==> src/rtl/tcw_pkg.sv <==
// Types and constants shared by the text console writer modules.
// No dependencies.
package tcw_pkg;

   localparam logic [1:0] ACT_PUT   = 2'd0;
   localparam logic [1:0] ACT_ERASE = 2'd1;
   localparam logic [1:0] ACT_CLEAR = 2'd2;
   localparam logic [1:0] ACT_READ  = 2'd3;

   localparam logic [7:0] NEWLINE_CODE = 8'd10;
   localparam logic [7:0] SPACE_CODE   = 8'd32;

   localparam int QUEUE_DEPTH = 2;
   localparam int QPTR_W      = $clog2(QUEUE_DEPTH);
   localparam int QCNT_W      = $clog2(QUEUE_DEPTH + 1);

   typedef struct packed {
      logic [1:0]  action;
      logic [7:0]  char_code;
      logic [10:0] cell_index;
   } tcw_req_type;

   typedef struct packed {
      logic [10:0] cursor_cell;
      logic [7:0]  read_char;
      logic [7:0]  read_attr;
      logic        scrolled;
   } tcw_rsp_type;

   typedef enum logic [2:0] {
      OP_PUT,
      OP_NEWLINE,
      OP_ERASE,
      OP_CLEAR,
      OP_READ
   } tcw_op_type;

   typedef struct packed {
      tcw_op_type  op;
      logic [7:0]  char_code;
      logic [10:0] cell_index;
      logic        index_ok;
   } tcw_cmd_type;

   typedef struct packed {
      logic pop;
      logic wiping;
   } tcw_back_status_type;

   typedef enum logic [2:0] {
      ST_IDLE,
      ST_READ_WAIT,
      ST_SCROLL_COPY,
      ST_SCROLL_ZERO,
      ST_FILL
   } tcw_state_type;

endpackage

==> src/rtl/tcw_front.sv <==
// Front end: accepts requests, classifies them and queues them for the back end.
// Depends on tcw_pkg.
module tcw_front import tcw_pkg::*; #(
   parameter int CELLS = 2000
) (
   input  logic                clock,
   input  logic                reset,
   input  logic                start,
   input  tcw_req_type         req_data,
   output logic                busy,
   input  tcw_back_status_type back_status,
   output logic                cmd_valid,
   output tcw_cmd_type         cmd
);

   tcw_cmd_type             queue_ff [QUEUE_DEPTH];
   logic [QPTR_W-1:0]       wr_ptr_ff, wr_ptr_in;
   logic [QPTR_W-1:0]       rd_ptr_ff, rd_ptr_in;
   logic [QCNT_W-1:0]       count_ff, count_in;
   tcw_cmd_type             cmd_in;
   logic                    accept;

   assign busy      = (count_ff == QCNT_W'(QUEUE_DEPTH)) || back_status.wiping;
   assign accept    = start && !busy;
   assign cmd_valid = (count_ff != '0);
   assign cmd       = queue_ff[rd_ptr_ff];

   always_comb begin
      cmd_in.char_code  = req_data.char_code;
      cmd_in.cell_index = req_data.cell_index;
      cmd_in.index_ok   = (32'(req_data.cell_index) < 32'(CELLS));
      case (req_data.action)
         ACT_PUT: begin
            cmd_in.op = (req_data.char_code == NEWLINE_CODE) ? OP_NEWLINE : OP_PUT;
         end
         ACT_ERASE: cmd_in.op = OP_ERASE;
         ACT_CLEAR: cmd_in.op = OP_CLEAR;
         ACT_READ:  cmd_in.op = OP_READ;
         default:   cmd_in.op = OP_READ;
      endcase
   end

   always_comb begin
      wr_ptr_in = accept ? wr_ptr_ff + QPTR_W'(1) : wr_ptr_ff;
      rd_ptr_in = back_status.pop ? rd_ptr_ff + QPTR_W'(1) : rd_ptr_ff;
      case ({accept, back_status.pop})
         2'b10:   count_in = count_ff + QCNT_W'(1);
         2'b01:   count_in = count_ff - QCNT_W'(1);
         default: count_in = count_ff;
      endcase
   end

   always_ff @(posedge clock) begin
      if (reset) begin
         wr_ptr_ff <= '0;
         rd_ptr_ff <= '0;
         count_ff  <= '0;
      end else begin
         wr_ptr_ff <= wr_ptr_in;
         rd_ptr_ff <= rd_ptr_in;
         count_ff  <= count_in;
      end
   end

   always_ff @(posedge clock) begin
      if (accept) begin
         queue_ff[wr_ptr_ff] <= cmd_in;
      end
   end

endmodule

==> config.mk <==
export PLATFORM = sky130hd
export DESIGN_NAME = tcw_front
export DESIGN_NICKNAME = d
export VERILOG_FILES = /design/src/rtl/tcw_pkg.sv /design/src/rtl/tcw_front.sv
export SDC_FILE = /design/constraint.sdc
export NUM_CORES = 1
export LEC_CHECK = 0
export BUFFER_PORTS_ARGS = -buffer_cell sky130_fd_sc_hd__buf_2
export CAP_MARGIN = 0
export CELL_PAD_IN_SITES_DETAIL_PLACEMENT = 1
export CELL_PAD_IN_SITES_GLOBAL_PLACEMENT = 2
export CORE_MARGIN = 3
export CORE_UTILIZATION = 41
export CTS_BUF_LIST = sky130_fd_sc_hd__clkbuf_4
export DETAILED_ROUTE_END_ITERATION = 8
export PLACE_DENSITY_LB_ADDON = 0.2
export SYNTH_ARGS = -nofsm -noshare
export SYNTH_HDL_FRONTEND = slang
export SYNTH_SLANG_ARGS = --single-unit
==> constraint.sdc <==
create_clock -name clock -period 5.5 [get_ports clock]
set_clock_uncertainty 0.15 [all_clocks]
set_input_delay 0.55 -clock clock [delete_from_list [all_inputs] [get_ports clock]]
set_output_delay 0.55 -clock clock [all_outputs]
set_load 0.1 [all_outputs]
Word level (Yosys, flattened, before mapping)
Memory sizes are Yosys's and may differ from the RTL's. A register that Yosys moved wholly into a read port is not among the register bits.
Index checks and enable logic that the tools add are counted.
{"block": "classes", "order_cmp": 1, "muxes": 7, "n_reduce_logical": 6, "addsub": 4, "n_eq_ne": 7}
{"operator": "$pmux 3 s4", "count": 1}
{"operator": "$lt 11x11->1 const B", "count": 1}
{"operator": "$eq 2x2->1 const B", "count": 4}
{"operator": "$eq 8x4->1 const B", "count": 1}
{"operator": "$mux 1", "count": 5}
{"operator": "$eq 2x1->1 const B", "count": 2}
{"operator": "$pmux 2 s2", "count": 1}
{"operator": "$reduce_bool 2->1", "count": 2}
{"operator": "$add 1x1->1 const B", "count": 2}
{"operator": "$add 2x1->2 const B", "count": 1}
{"operator": "$logic_not 2->1", "count": 1}
{"operator": "$sub 2x1->2 const B", "count": 1}
{"operator": "$logic_and 1x1->1", "count": 1}
{"operator": "$logic_not 1->1", "count": 1}
{"operator": "$logic_or 1x1->1", "count": 1}
{"block": "totals", "reg_bits": 4, "inputBits": 26, "output_inout_bits": 25, "wordCells": 29, "mem_count": 1, "ram_bits": 46}
{"name": "queue_ff", "words": 2, "word_bits": 23, "rd": 1, "rd_clocked_by_memory_dff": 1, "wr": 1, "line_no": "tcw_front.sv:16", "text": "tcw_cmd_type queue_ff [QUEUE_DEPTH];"}

Logic depth before layout (Yosys ltp)
{"block": "logic_depth", "depth_word": 6, "ltp_mapped": 6, "ltp_nobuf": 6}

Worst setup path before layout
Ideal clock, no wire load.
{"block": "synth_timing", "path_type": "input port to flip-flop", "startpoint": "in back_status[0] (netlist name)", "endpoint": "mem queue_ff[1][0] (netlist name) (enable)", "n_path_buf": 0, "cell_stages": 2, "arrival_ps": 1960, "required_ps": 4947, "slack_ps": 2987, "setup_ps": 403, "path_cell_list": "or3b_4 nor2_1"}
{"block": "synth_between", "elab_chain_len": 5}
{"item": "start: declaration", "line_no": "tcw_front.sv:11", "text": "input tcw_back_status_type back_status,"}
{"item": "$logic_or 1x1->1", "line_no": "tcw_front.sv:23", "text": "assign busy = (count_ff == QCNT_W'(QUEUE_DEPTH)) || back_status.wiping;"}
{"item": "$logic_not 1->1", "line_no": "tcw_front.sv:24", "text": "assign accept = start && !busy;"}
{"item": "$logic_and 1x1->1", "line_no": "tcw_front.sv:24"}
{"item": "$mux 1", "line_no": "tcw_front.sv:66", "text": "if (accept) begin"}
{"item": "$mux 1 (implied by the code)", "line_no": "tcw_front.sv:67", "text": "queue_ff[wr_ptr_ff] <= cmd_in;"}
{"item": "end: declaration", "line_no": "tcw_front.sv:16"}
Every way passes these cells.

==> results_dict.tcl <==
set metrics [dict create \
    synth_cells 108 \
    cts_setup_buffers 0 \
    crit_type "reg -> out" \
    finalHoldViolCount 0 \
    fin_tns_setup_ps 0 \
    die-area_mm2 0.00568 \
    clkSlewWorstSetupHoldPaths_ps 140 \
    p_sw_share_pct 35.9 \
    track_usage_pct 13.8 \
    internal_power_mw 0.546 \
    p_sw_mw 0.307 \
    final.min_clock_period_ps 2870 \
    place_area_mm2 0.00228 \
    ioPinCount 51 \
    status "completed" \
    nets 193 \
    dp_hpwl_mm 2.61 \
    die_width_um 75.4 \
    power_leakage_nw 0.883 \
    ant_nets 0 \
    start_util_pct 43.8 \
    power_density_mw_per_mm2 365 \
    place_congestion 0.662 \
    ys_top_cells_by_area "edfxtp_1 70%, mux2_2 13%, dfxtp_1 5.1%" \
    critPathCaptureType "output pin" \
    cp_max_fo 23 \
    vdd_drop_max_mv 0.170 \
    htreeDepth 2 \
    coreArea_mm2 0.00450 \
    rsz0062_at_grt "no" \
    seq_area_frac_synth_pct 75.0 \
    wl_per_cell_um 17.2 \
    grt_pass1_vias 1164 \
    cts_made_buffers 5 \
    worst_pin_slew_ps 1230 \
    pwr-share-seq_pct 53.8 \
    setup_violations 0 \
    cp_data_required_time_ps 4800 \
    cts.path.max_buffers 2 \
    antenna_cells 0 \
    viasPerCell 5.01 \
    comb_power_share_pct 26.9 \
    fin_util_pct 51.9 \
    drc_errors 0 \
    final_area_mm2 0.00234 \
    grt_pass1_wl_mm 5.64 \
    clk_latency_ps 360 \
    synth.net_count 138 \
    first_pass_iters 4 \
    antenna_found_initial 0 \
    drv_slew 0 \
    clkPwrFrac_pct 19.4 \
    areaGrowthSynthToFinish_pct 18.4 \
    slew_headroom_pct 17.7 \
    grt_max_degree 24 \
    die_y_um 75.4 \
    ys_ff_latch 51 \
    cts_sinks 51 \
    cts_resized 0 \
    port_buffers 50 \
    worst_slack_ps 2630 \
    vias 1082 \
    grt-ovfl-total 0 \
    fmax_mhz 349 \
    synth_top_area_share_pct 70.0 \
    syn_area_per_cell_um2 18.3 \
    cts-root-buf "clkbuf_4" \
    finalWirelength_mm 3.72 \
    pre_cts_ws_ps 2870 \
    arrival_ps 2170 \
    ys_types 21 \
    syn_area_mm2 0.00197 \
    cts_tree "built" \
    drtIter0Drc 70 \
    synth_top_cell_by_area "edfxtp_1" \
    cp-start-kind "flop" \
    drive_gt1_share_pct 52.4 \
    hold_path.class "in -> reg" \
    period_share_pct 52.1 \
    cts-hold-fix-buffers 0 \
    yosys_warnings 0 \
    drv_cap 0 \
    rows 24 \
]
==> stage by stage <==
| stage | power [mW] | instances | hold WS [ps] |
|---|---|---|---|
| floorplan | 0.657 | 108 | 306 |
| global placement | 0.694 | 208 | 322 |
| detailed placement | 0.699 | 208 | 343 |
| CTS | 0.862 | 216 | 185 |
| global route | 0.887 | 216 | 178 |
| finish | 0.853 | 216 | 210 |
==> kinds of logic (layout without fill, tap and decap cells) <==
logic type,after synthesis,count (layout),synth area share [%]
AOI/OAI and AO/OA,4,4,1.20
DFF,51,51,75.0
and+or+nand+nor,16,16,4.75
xor gates and xnor gates,3,3,1.33
adders and majority gates,4,4,2.53
muxes,24,24,13.9
buffers and inverters,6,62,1.27
==> synth_stat cells (all sizes together) <==
master    n
nor3b     1
nor2      7
inv       4
dfxtp     5
nand4b    1
nor4b     1
o21ai     2
buf       2
xor2      1
or3       1
nor2b     1
and3      1
mux2     24
xnor2     2
ha        4
or3b      1
edfxtp   46
o2111ai   1
a21oi     1
or2       2
==> power by group through the flow <==
stage                     Sequential (mW)  Clock [mW]  Combinational (mW)
after floorplan                     0.459           0               0.197
after global placement              0.466           0               0.227
after detailed placement            0.468           0               0.231
after CTS                           0.459       0.172               0.232
after global routing                0.462       0.186               0.239
final                               0.459       0.165               0.229
==> state kept, by name, summed over array words and instances (netlist names), named ones only <==
register and cells:
rd_ptr_ff 1, queue_ff 46, count_ff 2, wr_ptr_ff 1
==> metal layers <==
layer	wire length [um]	GRT usage [%]	up-vias
met5	0	0	-
met4	61	5.24	0
met3	215	4.49	7
met2	1870	24.2	35
met1	1580	15.6	525
li1	-	-	515
==> final timing paths <==
| check | end | slack, ps | startpoint | depth (start not counted) |
|---|---|---|---|---|
| setup / recovery | cmd[21] | 2630 | flop | 2 |
| hold / removal | queue_ff[0][1] | 210 | req_data[0] | 1 |
| setup reg to reg | queue_ff[0][18] | 3110 | count_ff[0] | 3 |
| hold reg to reg | count_ff[1] | 360 | count_ff[1] | 2 |
==> critical path, stage by stage (launching register included) <==
cell and delay [ps]:
dfxtp_1 1050, mux2_2 320, buf_2 420
==> area by class of cell <==
| type | count | area (um^2) |
|---|---|---|
| clock buffers | 6 | 45.0 |
| fillers | 461 | 2170 |
| repair buffers | 50 | 250 |
| inverters | 4 | 15.0 |
| well taps | 52 | 65.1 |
| multi-input cells | 51 | 473 |
| flip-flops and latches | 51 | 1480 |
| clock inverters | 2 | 8.76 |
==> placed cells by master (no fill, tap or decap), types with 4 or more instances in the layout <==
master,count
dfxtp_1,5
edfxtp_1,46
clkbuf_4,6
mux2_2,23
ha_1,4
inv_1,4
buf_2,50
nor2_1,5
No activity file was read; power rests on OpenSTA's default activity.
